$ cat src/rtl/sbd_pkg.sv
// Shared constants, register codes and interface types of the serial-bus frame decoder.
package sbd_pkg;

   // Frame layout
   localparam logic [7:0] START_MARK    = 8'h0F;
   localparam logic [4:0] FRAME_LENGTH  = 5'd25;
   localparam logic [4:0] END_POSITION  = FRAME_LENGTH - 5'd1;
   localparam int         STORED_BYTES  = 23;                 // bytes 1 to 23 of a frame
   localparam int         FRAME_BITS    = 8 * STORED_BYTES;
   localparam int         RAW_BITS      = 11;
   localparam int         PROP_BITS     = 16 * RAW_BITS;

   // Channel counts
   localparam logic [4:0] MAX_CHANNELS  = 5'd18;
   localparam logic [4:0] PROP_CHANNELS = 5'd16;
   localparam int         TRIM_BITS     = 8 * 18;

   // Frame queue
   localparam int         QUEUE_DEPTH    = 2;
   localparam int         QUEUE_PTR_BITS = 1;
   localparam int         QUEUE_CNT_BITS = 2;

   // Divider: quotient magnitude width
   localparam int         QUOT_BITS = 25;

   // Register indexes (byte address bits [5:3])
   typedef enum logic [2:0] {
      REG_TRIM_LOW  = 3'd0,
      REG_TRIM_MID  = 3'd1,
      REG_TRIM_HIGH = 3'd2,
      REG_IN_MIN    = 3'd3,
      REG_IN_MAX    = 3'd4,
      REG_OUT_MIN   = 3'd5,
      REG_OUT_MAX   = 3'd6,
      REG_CH_USED   = 3'd7
   } reg_index_type;

   // Register reset values
   localparam logic [11:0] IN_MIN_RESET  = 12'd1000;
   localparam logic [11:0] IN_MAX_RESET  = 12'd2000;
   localparam logic [11:0] OUT_MIN_RESET = 12'd1000;
   localparam logic [11:0] OUT_MAX_RESET = 12'd2000;
   localparam logic [4:0]  CH_USED_RESET = 5'd18;

   // Mapping configuration seen by the back end
   typedef struct packed {
      logic [TRIM_BITS-1:0] trims;     // channel 0 trim in the low byte
      logic [11:0]          in_min;
      logic [11:0]          in_max;
      logic [11:0]          out_min;
      logic [11:0]          out_max;
      logic [4:0]           ch_used;
   } cfg_type;

   // Queue status toward both ends
   typedef struct packed {
      logic full;
      logic empty;
   } queue_status_type;

endpackage

$ cat src/rtl/sbd_front.sv
// Byte collector: hunts for the start byte and assembles frames for the queue.
module sbd_front (
   input  logic                           clock,
   input  logic                           reset,
   input  logic                           req_tvalid,
   output logic                           req_tready,
   input  logic [7:0]                     req_tdata,   // [7:0] rx_byte
   input  sbd_pkg::queue_status_type      q_status,
   output logic                           push,
   output logic [sbd_pkg::FRAME_BITS-1:0] frame
);

   logic [4:0]                     pos_ff, pos_in;
   logic [sbd_pkg::FRAME_BITS-1:0] data_ff, data_in;
   logic                           take;

   // Stall only on the end byte when the queue has no room
   assign req_tready = !q_status.full || (pos_ff != sbd_pkg::END_POSITION);
   assign take       = req_tvalid && req_tready;
   assign push       = take && (pos_ff == sbd_pkg::END_POSITION);
   assign frame      = data_ff;

   // Advance position, shift payload bytes in from the top
   always_comb begin
      pos_in  = pos_ff;
      data_in = data_ff;
      if (take) begin
         if (pos_ff == 5'd0) begin
            if (req_tdata == sbd_pkg::START_MARK) begin
               pos_in = 5'd1;
            end
         end else if (pos_ff == sbd_pkg::END_POSITION) begin
            pos_in = 5'd0;
         end else begin
            data_in = {req_tdata, data_ff[sbd_pkg::FRAME_BITS-1:8]};
            pos_in  = pos_ff + 5'd1;
         end
      end
   end

   always_ff @(posedge clock) begin
      if (reset) begin
         pos_ff <= 5'd0;
      end else begin
         pos_ff <= pos_in;
      end
      data_ff <= data_in;
   end

`ifndef SYNTHESIS
   a_pos_range: assert property (@(posedge clock) disable iff (reset)
      pos_ff <= sbd_pkg::END_POSITION)
      else $error("frame position out of range");
   a_push_room: assert property (@(posedge clock) disable iff (reset)
      push |-> !q_status.full)
      else $error("frame pushed into a full queue");
`endif

endmodule

$ cat src/rtl/sbd_queue.sv
// Two-entry frame queue between the collector and the mapper.
module sbd_queue (
   input  logic                           clock,
   input  logic                           reset,
   input  logic                           push,
   input  logic [sbd_pkg::FRAME_BITS-1:0] wr_frame,
   input  logic                           pop,
   output logic [sbd_pkg::FRAME_BITS-1:0] rd_frame,
   output sbd_pkg::queue_status_type      status
);

   logic [sbd_pkg::FRAME_BITS-1:0]     mem_ff [sbd_pkg::QUEUE_DEPTH];
   logic [sbd_pkg::QUEUE_PTR_BITS-1:0] wr_ptr_ff, wr_ptr_in;
   logic [sbd_pkg::QUEUE_PTR_BITS-1:0] rd_ptr_ff, rd_ptr_in;
   logic [sbd_pkg::QUEUE_CNT_BITS-1:0] cnt_ff, cnt_in;

   assign status.full  = (cnt_ff == sbd_pkg::QUEUE_CNT_BITS'(sbd_pkg::QUEUE_DEPTH));
   assign status.empty = (cnt_ff == '0);
   assign rd_frame     = mem_ff[rd_ptr_ff];

   // Advance pointers and occupancy
   always_comb begin
      wr_ptr_in = wr_ptr_ff;
      rd_ptr_in = rd_ptr_ff;
      cnt_in    = cnt_ff;
      if (push) begin
         wr_ptr_in = wr_ptr_ff + 1'b1;
      end
      if (pop) begin
         rd_ptr_in = rd_ptr_ff + 1'b1;
      end
      if (push && !pop) begin
         cnt_in = cnt_ff + sbd_pkg::QUEUE_CNT_BITS'(1);
      end else if (pop && !push) begin
         cnt_in = cnt_ff - sbd_pkg::QUEUE_CNT_BITS'(1);
      end
   end

   always_ff @(posedge clock) begin
      if (reset) begin
         wr_ptr_ff <= '0;
         rd_ptr_ff <= '0;
         cnt_ff    <= '0;
      end else begin
         wr_ptr_ff <= wr_ptr_in;
         rd_ptr_ff <= rd_ptr_in;
         cnt_ff    <= cnt_in;
      end
   end

   // Store frames
   always_ff @(posedge clock) begin
      if (push) begin
         mem_ff[wr_ptr_ff] <= wr_frame;
      end
   end

`ifndef SYNTHESIS
   a_no_underflow: assert property (@(posedge clock) disable iff (reset)
      pop |-> !status.empty)
      else $error("pop from an empty frame queue");
   a_cnt_bound: assert property (@(posedge clock) disable iff (reset)
      cnt_ff <= sbd_pkg::QUEUE_CNT_BITS'(sbd_pkg::QUEUE_DEPTH))
      else $error("frame queue occupancy out of range");
`endif

endmodule

$ cat src/rtl/sbd_back.sv
// Channel mapper: unpacks a queued frame, trims and remaps each channel through a serial divider.
module sbd_back (
   input  logic                           clock,
   input  logic                           reset,
   input  sbd_pkg::cfg_type               cfg,
   input  sbd_pkg::queue_status_type      q_status,
   input  logic [sbd_pkg::FRAME_BITS-1:0] q_frame,
   output logic                           pop,
   output logic                           rsp_tvalid,
   input  logic                           rsp_tready,
   output logic [23:0]                    rsp_tdata,   // [4:0] channel_index, [20:5] channel_value
   output logic                           rsp_tlast    // last_channel
);

   typedef enum logic [2:0] {
      ST_IDLE,
      ST_PREP,
      ST_MULT,
      ST_DIV,
      ST_FIN
   } state_type;

   state_type                       state_ff, state_in;
   logic [sbd_pkg::PROP_BITS-1:0]   chan_ff, chan_in;
   logic [1:0]                      dig_ff, dig_in;
   logic [sbd_pkg::TRIM_BITS-1:0]   trim_ff, trim_in;
   logic [4:0]                      ch_ff, ch_in;
   logic [4:0]                      count_ff, count_in;
   logic [12:0]                     maga_ff, maga_in;
   logic [11:0]                     magb_ff, magb_in;
   logic                            neg_ff, neg_in;
   logic [sbd_pkg::QUOT_BITS-1:0]   quot_ff, quot_in;
   logic [12:0]                     rem_ff, rem_in;
   logic [4:0]                      step_ff, step_in;
   logic                            out_valid_ff, out_valid_in;
   logic [4:0]                      out_index_ff, out_index_in;
   logic [15:0]                     out_value_ff, out_value_in;
   logic                            out_last_ff, out_last_in;

   logic [4:0]  sat_count;
   logic [11:0] raw;
   logic [13:0] x_val;
   logic [13:0] a_val;
   logic [13:0] a_abs;
   logic [12:0] b_val;
   logic [12:0] b_abs;
   logic [12:0] d_val;
   logic [12:0] d_abs;
   logic [12:0] trial;
   logic        fits;
   logic [15:0] q_low;
   logic [15:0] q_signed;
   logic [15:0] y_val;
   logic        out_free;

   assign rsp_tvalid = out_valid_ff;
   assign rsp_tdata  = {3'b000, out_value_ff, out_index_ff};
   assign rsp_tlast  = out_last_ff;
   assign out_free   = !out_valid_ff || rsp_tready;
   assign pop        = (state_ff == ST_IDLE) && !q_status.empty;

   // Channel count clamped to the supported maximum
   assign sat_count = (cfg.ch_used > sbd_pkg::MAX_CHANNELS) ? sbd_pkg::MAX_CHANNELS
                                                            : cfg.ch_used;

   // Trimmed input and map operands of the current channel
   always_comb begin
      if (ch_ff < sbd_pkg::PROP_CHANNELS) begin
         raw = {1'b0, chan_ff[sbd_pkg::RAW_BITS-1:0]};
      end else begin
         raw = dig_ff[0] ? cfg.in_max : cfg.in_min;
      end
      x_val = {2'b00, raw} + {{6{trim_ff[7]}}, trim_ff[7:0]};
      a_val = x_val - {2'b00, cfg.in_min};
      a_abs = a_val[13] ? (14'd0 - a_val) : a_val;
      b_val = {1'b0, cfg.out_max} - {1'b0, cfg.out_min};
      b_abs = b_val[12] ? (13'd0 - b_val) : b_val;
      d_val = {1'b0, cfg.in_max} - {1'b0, cfg.in_min};
      d_abs = d_val[12] ? (13'd0 - d_val) : d_val;
   end

   // One restoring-division step and the final sign and offset
   always_comb begin
      trial    = {rem_ff[11:0], quot_ff[sbd_pkg::QUOT_BITS-1]};
      fits     = (trial >= {1'b0, d_abs[11:0]});
      q_low    = quot_ff[15:0];
      q_signed = neg_ff ? (16'd0 - q_low) : q_low;
      if (cfg.in_max == cfg.in_min) begin
         y_val = {4'h0, cfg.out_min};
      end else begin
         y_val = q_signed + {4'h0, cfg.out_min};
      end
   end

   // Sequencer next state
   always_comb begin
      state_in     = state_ff;
      chan_in      = chan_ff;
      dig_in       = dig_ff;
      trim_in      = trim_ff;
      ch_in        = ch_ff;
      count_in     = count_ff;
      maga_in      = maga_ff;
      magb_in      = magb_ff;
      neg_in       = neg_ff;
      quot_in      = quot_ff;
      rem_in       = rem_ff;
      step_in      = step_ff;
      out_valid_in = out_valid_ff && !rsp_tready;
      out_index_in = out_index_ff;
      out_value_in = out_value_ff;
      out_last_in  = out_last_ff;
      unique case (state_ff)
         ST_IDLE: begin
            if (!q_status.empty) begin
               chan_in  = q_frame[sbd_pkg::PROP_BITS-1:0];
               dig_in   = q_frame[sbd_pkg::PROP_BITS+1:sbd_pkg::PROP_BITS];
               trim_in  = cfg.trims;
               count_in = sat_count;
               ch_in    = 5'd0;
               if (sat_count != 5'd0) begin
                  state_in = ST_PREP;
               end
            end
         end
         ST_PREP: begin
            if (ch_ff < sbd_pkg::PROP_CHANNELS) begin
               chan_in = chan_ff >> sbd_pkg::RAW_BITS;
            end else begin
               dig_in = dig_ff >> 1;
            end
            trim_in  = trim_ff >> 8;
            maga_in  = a_abs[12:0];
            magb_in  = b_abs[11:0];
            neg_in   = a_val[13] ^ b_val[12] ^ d_val[12];
            state_in = ST_MULT;
         end
         ST_MULT: begin
            quot_in  = sbd_pkg::QUOT_BITS'(maga_ff) * sbd_pkg::QUOT_BITS'(magb_ff);
            rem_in   = 13'd0;
            step_in  = 5'd0;
            state_in = ST_DIV;
         end
         ST_DIV: begin
            rem_in  = fits ? (trial - {1'b0, d_abs[11:0]}) : trial;
            quot_in = {quot_ff[sbd_pkg::QUOT_BITS-2:0], fits};
            step_in = step_ff + 5'd1;
            if (step_ff == 5'(sbd_pkg::QUOT_BITS - 1)) begin
               state_in = ST_FIN;
            end
         end
         ST_FIN: begin
            // Hold until the output register frees up
            if (out_free) begin
               out_valid_in = 1'b1;
               out_index_in = ch_ff;
               out_value_in = y_val;
               out_last_in  = (ch_ff == count_ff - 5'd1);
               ch_in        = ch_ff + 5'd1;
               state_in     = (ch_ff == count_ff - 5'd1) ? ST_IDLE : ST_PREP;
            end
         end
         default: begin
            state_in = ST_IDLE;
         end
      endcase
   end

   always_ff @(posedge clock) begin
      if (reset) begin
         state_ff     <= ST_IDLE;
         out_valid_ff <= 1'b0;
         ch_ff        <= 5'd0;
         count_ff     <= 5'd0;
         step_ff      <= 5'd0;
      end else begin
         state_ff     <= state_in;
         out_valid_ff <= out_valid_in;
         ch_ff        <= ch_in;
         count_ff     <= count_in;
         step_ff      <= step_in;
      end
      chan_ff      <= chan_in;
      dig_ff       <= dig_in;
      trim_ff      <= trim_in;
      maga_ff      <= maga_in;
      magb_ff      <= magb_in;
      neg_ff       <= neg_in;
      quot_ff      <= quot_in;
      rem_ff       <= rem_in;
      out_index_ff <= out_index_in;
      out_value_ff <= out_value_in;
      out_last_ff  <= out_last_in;
   end

`ifndef SYNTHESIS
   a_ch_in_frame: assert property (@(posedge clock) disable iff (reset)
      (state_ff != ST_IDLE) |-> (ch_ff < count_ff))
      else $error("channel index beyond frame channel count");
   a_count_bound: assert property (@(posedge clock) disable iff (reset)
      count_ff <= sbd_pkg::MAX_CHANNELS)
      else $error("channel count above maximum");
   a_div_len: assert property (@(posedge clock) disable iff (reset)
      (state_ff == ST_DIV) |-> (step_ff < 5'(sbd_pkg::QUOT_BITS)))
      else $error("divider ran past its step count");
`endif

endmodule

$ cat src/rtl/sbus_frame_decoder_core.sv
// Serial-bus frame decoder: register file, byte collector, frame queue and channel mapper.
//
// Usage:
//  req_* carries received serial bytes, one per transfer. Bytes are dropped until the
//  start byte 0x0F; from it on 25 bytes form a frame (the end byte is not checked).
//  rsp_* carries one transfer per mapped channel: index in tdata[4:0], value in
//  tdata[20:5], tlast on the final channel of the frame. channels_used (clamped to 18)
//  sets how many channels are sent; zero sends none.
//  csr_* is an APB port with 64-bit data; register i lies at byte address 8*i.
//  Bytes are taken one per cycle. The collector stalls only on a frame's end byte
//  when both queue entries hold frames still waiting for the mapper.
//  Each channel passes through the mapper steps in turn (operand setup, one multiply, a 25-step
//  one-bit-per-cycle divider, output); a frame is taken from the queue only once the
//  mapper is idle again after the previous frame.
//  A stalled result receiver holds the mapper in its output step; the queue and the
//  collector keep taking bytes until the queue is full.
//  Reset clears the frame position, the queue and the output valid, and loads the
//  register defaults (bounds 1000/2000, all trims zero, 18 channels).
module sbus_frame_decoder_core (
   input  logic        clock,
   input  logic        reset,
   // Byte input
   input  logic        req_tvalid,
   output logic        req_tready,
   input  logic [7:0]  req_tdata,    // [7:0] rx_byte
   // Channel results
   output logic        rsp_tvalid,
   input  logic        rsp_tready,
   output logic [23:0] rsp_tdata,    // [4:0] channel_index, [20:5] channel_value
   output logic        rsp_tlast,    // last_channel
   // Configuration
   input  logic        csr_psel,
   input  logic        csr_penable,
   input  logic        csr_pwrite,
   input  logic [5:0]  csr_paddr,
   input  logic [63:0] csr_pwdata,
   output logic [63:0] csr_prdata,
   output logic        csr_pready
);

   logic [63:0] trim_low_ff;
   logic [63:0] trim_mid_ff;
   logic [15:0] trim_high_ff;
   logic [11:0] in_min_ff;
   logic [11:0] in_max_ff;
   logic [11:0] out_min_ff;
   logic [11:0] out_max_ff;
   logic [4:0]  ch_used_ff;

   logic                           wr_en;
   sbd_pkg::reg_index_type         reg_sel;
   sbd_pkg::cfg_type               cfg;
   sbd_pkg::queue_status_type      q_status;
   logic                           push;
   logic                           pop;
   logic [sbd_pkg::FRAME_BITS-1:0] wr_frame;
   logic [sbd_pkg::FRAME_BITS-1:0] rd_frame;

   assign csr_pready = 1'b1;
   assign reg_sel    = sbd_pkg::reg_index_type'(csr_paddr[5:3]);
   assign wr_en      = csr_psel && csr_penable && csr_pwrite && csr_pready;

   // Register writes
   always_ff @(posedge clock) begin
      if (reset) begin
         trim_low_ff  <= '0;
         trim_mid_ff  <= '0;
         trim_high_ff <= '0;
         in_min_ff    <= sbd_pkg::IN_MIN_RESET;
         in_max_ff    <= sbd_pkg::IN_MAX_RESET;
         out_min_ff   <= sbd_pkg::OUT_MIN_RESET;
         out_max_ff   <= sbd_pkg::OUT_MAX_RESET;
         ch_used_ff   <= sbd_pkg::CH_USED_RESET;
      end else if (wr_en) begin
         unique case (reg_sel)
            sbd_pkg::REG_TRIM_LOW:  trim_low_ff  <= csr_pwdata;
            sbd_pkg::REG_TRIM_MID:  trim_mid_ff  <= csr_pwdata;
            sbd_pkg::REG_TRIM_HIGH: trim_high_ff <= csr_pwdata[15:0];
            sbd_pkg::REG_IN_MIN:    in_min_ff    <= csr_pwdata[11:0];
            sbd_pkg::REG_IN_MAX:    in_max_ff    <= csr_pwdata[11:0];
            sbd_pkg::REG_OUT_MIN:   out_min_ff   <= csr_pwdata[11:0];
            sbd_pkg::REG_OUT_MAX:   out_max_ff   <= csr_pwdata[11:0];
            sbd_pkg::REG_CH_USED:   ch_used_ff   <= csr_pwdata[4:0];
            default: begin
            end
         endcase
      end
   end

   // Register readback
   always_comb begin
      unique case (reg_sel)
         sbd_pkg::REG_TRIM_LOW:  csr_prdata = trim_low_ff;
         sbd_pkg::REG_TRIM_MID:  csr_prdata = trim_mid_ff;
         sbd_pkg::REG_TRIM_HIGH: csr_prdata = {48'd0, trim_high_ff};
         sbd_pkg::REG_IN_MIN:    csr_prdata = {52'd0, in_min_ff};
         sbd_pkg::REG_IN_MAX:    csr_prdata = {52'd0, in_max_ff};
         sbd_pkg::REG_OUT_MIN:   csr_prdata = {52'd0, out_min_ff};
         sbd_pkg::REG_OUT_MAX:   csr_prdata = {52'd0, out_max_ff};
         sbd_pkg::REG_CH_USED:   csr_prdata = {59'd0, ch_used_ff};
         default:                csr_prdata = 64'd0;
      endcase
   end

   // Mapping configuration bundle
   assign cfg.trims   = {trim_high_ff, trim_mid_ff, trim_low_ff};
   assign cfg.in_min  = in_min_ff;
   assign cfg.in_max  = in_max_ff;
   assign cfg.out_min = out_min_ff;
   assign cfg.out_max = out_max_ff;
   assign cfg.ch_used = ch_used_ff;

   sbd_front u_front (
      .clock      (clock),
      .reset      (reset),
      .req_tvalid (req_tvalid),
      .req_tready (req_tready),
      .req_tdata  (req_tdata),
      .q_status   (q_status),
      .push       (push),
      .frame      (wr_frame)
   );

   sbd_queue u_queue (
      .clock    (clock),
      .reset    (reset),
      .push     (push),
      .wr_frame (wr_frame),
      .pop      (pop),
      .rd_frame (rd_frame),
      .status   (q_status)
   );

   sbd_back u_back (
      .clock      (clock),
      .reset      (reset),
      .cfg        (cfg),
      .q_status   (q_status),
      .q_frame    (rd_frame),
      .pop        (pop),
      .rsp_tvalid (rsp_tvalid),
      .rsp_tready (rsp_tready),
      .rsp_tdata  (rsp_tdata),
      .rsp_tlast  (rsp_tlast)
   );

endmodule

$ cat config.mk
export PLATFORM = sky130hd
export DESIGN_NAME = sbus_frame_decoder_core
export DESIGN_NICKNAME = d
export VERILOG_FILES = /design/src/rtl/sbd_pkg.sv /design/src/rtl/sbd_front.sv /design/src/rtl/sbd_queue.sv /design/src/rtl/sbd_back.sv /design/src/rtl/sbus_frame_decoder_core.sv
export SDC_FILE = /design/constraint.sdc
export NUM_CORES = 2
export LEC_CHECK = 0
export BUFFER_PORTS_ARGS = -buffer_cell sky130_fd_sc_hd__buf_2
export CAP_MARGIN = 25
export CORE_UTILIZATION = 56
export DETAILED_ROUTE_END_ITERATION = 16
export PLACE_DENSITY = 0.76
export SYNTH_ARGS = -nofsm -noshare
export SYNTH_HDL_FRONTEND = slang
export SYNTH_SLANG_ARGS = --single-unit
$ cat constraint.sdc
create_clock -name clock -period 18.35 [get_ports clock]
set_input_delay 0.9175 -clock clock [delete_from_list [all_inputs] [get_ports clock]]
set_output_delay 0.9175 -clock clock [all_outputs]
set_load 0.02 [all_outputs]
==> impl_metrics.ini <==
[global_routing]
grt_pass1_wl_microns = 181000
grt_max_degree = 241
grt_usage = 0.236
grt_pass1_vias = 32800
antenna_found_initial = 9
overflow = 0

[yosys]
ys.warnings.count = 0
synth_edf_count = 947
async_flop_share = 0
synthCells = 4575
syn_area_sq_um = 53500
ys_seq_area_frac = 0.616
yosys_most_used_dff = edfxtp_1
ys_ff_latch = 1173
synth_cell_types = 82
synth.avg_cell_area_sq_um = 11.7

[sta]
finalSetupTns_ps = 0
whs_ps = 401
max_slew.worst_pin.slew_ps = 1280
drv_slew = 0
finalClockSkew_ps = 79.1
finalHoldViolations = 0
rsz0062_at_grt = false
slew_headroom = 0.148
min_period_ps = 6150
finalCritPeriodShare = 0.335
max_freq_mhz = 163
setup_viol = 0
fin_ws_ps = 12200

[cts]
cts_inserted_buffers = 112
insertion_delay_ps = 730
clkSinkCount = 1173
cts.htree.levels = 3
postCtsSetupRepairBufs = 0
cts_max_path_buffers = 3
ctsHoldBuffers = 0
clockRootBuffer = clkbuf_16
cts_resized = 0
cts_tree = yes
clk_pin_slew_ps = 60

[cells_and_area]
fillers = 7138
syn2layout_area_growth_pct = 10.8
area.sequential_sq_um = 33000
multi_input_area_sq_um = 18800
fin_nets = 5009
drive_gt1_frac = 0.0918
layout_commonest_cell = nand2_1
final_cell_mix = nand2_1, edfxtp_1, o21ai_0

[worst_setup_path]
critPathMaxFanout = 12
start_kind = register
cp.required_ps = 18740
cp-end-kind = register
crit_arrival_ps = 6540
r2r_end = u_back.quot_ff[24]
r2r_start = u_back.maga_ff[3]
ff2ff_setup_slack_ps = 12200
worst_r2r_path_depth = 19
critPathKind = reg -> reg
startpoint = u_back.maga_ff[3]

[route]
vias = 34100
drc_errors = 0
firstDrtPassIters = 6
drt_iter0_markers = 3142
vias_per_cell = 5.65
drtAntennaViolNets = 0
wl_per_cell_microns = 19.3
wl_microns = 117000

[floorplanning]
core_sq_um = 94900
fp.dieH_microns = 311
ios = 177
start_util = 0.564
rows = 113
die_x_microns = 311
dieArea_sq_um = 96800

[place]
gp_congestion = 0.900
io_buffers = 169
hpwl_microns = 72600
pre_cts_ws_ps = 12210

[hold_path]
hold_end = u_front.frame[182]
hold_path_depth = 1
hold_path.class = in -> reg
hp-start = req_tdata[6]

[job]
drv_cap = 0

[run_status]
status = finished, final reports clean
registers in the layout (all words and copies together), names as in the netlist, 12 cells and up, named ones only:
signal	flops
u_back.rem_ff	12
in_min_ff	12
u_back.chan_ff	176
u_back.magb_ff	12
trim_mid_ff	64
u_back.quot_ff	25
u_front.frame	184
u_queue.mem_ff	356
out_min_ff	12
u_back.out_value_ff	16
in_max_ff	12
trim_high_ff	16
u_back.maga_ff	13
u_back.trim_ff	144
trim_low_ff	64
out_max_ff	12
metrics by stage:
| stage | cell area (sq um) | utilization | cells |
|---|---|---|---|
| floorplan | 53600 | - | 4577 |
| global placement | 55400 | 0.584 | 5806 |
| detailed placement | 55400 | 0.584 | 5808 |
| CTS | 59200 | 0.624 | 6021 |
| global route | 59300 | 0.626 | 6027 |
| finish | 59300 | 0.626 | 6027 |
synthesized netlist by cell type (5+ instances only):
| cell | count | share of area |
|---|---|---|
| nand3b_1 | 10 | 0.0014 |
| buf_2 | 12 | 0.0011 |
| nand3_1 | 26 | 0.0024 |
| nor2b_1 | 24 | 0.0028 |
| mux2_2 | 6 | 0.0013 |
| o21bai_1 | 11 | 0.0015 |
| a31oi_1 | 9 | 0.0011 |
| clkbuf_1 | 203 | 0.014 |
| buf_1 | 10 | 0.00070 |
| edfxtp_1 | 947 | 0.53 |
| mux4_2 | 5 | 0.0021 |
| xor2_1 | 43 | 0.0070 |
| a211o_1 | 23 | 0.0038 |
| ha_1 | 136 | 0.032 |
| and3_1 | 7 | 0.00082 |
| o31ai_1 | 14 | 0.0020 |
| nand2_1 | 1095 | 0.077 |
| o21ai_0 | 270 | 0.025 |
| fa_1 | 126 | 0.047 |
| a21o_1 | 24 | 0.0034 |
| nand2b_1 | 17 | 0.0020 |
| inv_1 | 258 | 0.018 |
| nor2_1 | 178 | 0.012 |
| and2_1 | 70 | 0.0082 |
| xnor2_1 | 82 | 0.013 |
| a41oi_1 | 5 | 0.00082 |
| o22ai_1 | 8 | 0.00093 |
| a221oi_1 | 7 | 0.0011 |
| mux2i_1 | 224 | 0.042 |
| or2_2 | 10 | 0.0012 |
| o211ai_1 | 14 | 0.0020 |
| nand4_1 | 10 | 0.0012 |
| o41ai_1 | 6 | 0.00098 |
| o21a_1 | 15 | 0.0021 |
| or3_1 | 6 | 0.00070 |
| a22o_1 | 53 | 0.0087 |
| a211oi_1 | 13 | 0.0018 |
| dfxtp_1 | 226 | 0.085 |
| nor3_1 | 32 | 0.0030 |
| a21oi_1 | 260 | 0.024 |
| nor4_1 | 10 | 0.0012 |
kinds of logic after synthesis:
group / share of synthesized area
flops: 0.616
buf+inv: 0.0359
other cells: 0.000140
mux: 0.0452
simple gates: 0.117
xor+xnor: 0.0204
fa+ha+maj: 0.0789
compound gates: 0.0868
area by class of cell:
cell class,instances,area share
Antenna cell,1,0.0000422
Clock buffer,135,0.0499
Clock inverter,78,0.0139
Inverter,260,0.0166
Multi-Input combinational cell,2909,0.316
Sequential cell,1173,0.555
Tap cell,1265,0.0267
Timing Repair Buffer,206,0.0213
layer usage:
layer / up-vias / share of wire / global-route usage
met4: 8 / 0.026 / 0.0758
met2: 1145 / 0.49 / 0.389
met3: 203 / 0.075 / 0.0470
met1: 16600 / 0.41 / 0.317
met5: - / 0.00044 / 0
li1: 16100 / - / -
critical path, stage by stage (launching register included):
cell and delay [ps]:
edfxtp_1 610, and2_1 280, fa_1 530, inv_1 50, fa_1 470, inv_1 70, fa_1 540, fa_1 580
inv_1 60, fa_1 550, inv_1 50, ha_1 360, a21o_1 200, a21oi_1 130, nor2b_1 70, o31ai_2 390
o221ai_1 270, a221oi_1 390, xnor2_1 160, a21oi_1 80
worst max path at each step:
stage,endpoint,slack [ps],depth (start not counted)
floorplan,u_back.chan_ff[0],3990,4
global placement,u_back.quot_ff[24],12270,19
detailed placement,u_back.quot_ff[24],12210,19
CTS,u_back.quot_ff[24],12170,19
global route,u_back.quot_ff[24],11870,19
finish,u_back.quot_ff[24],12200,19
Power is left out: the tool's default activity adds up to more than one toggle a clock period on the data nets, which glitch-free logic cannot reach.
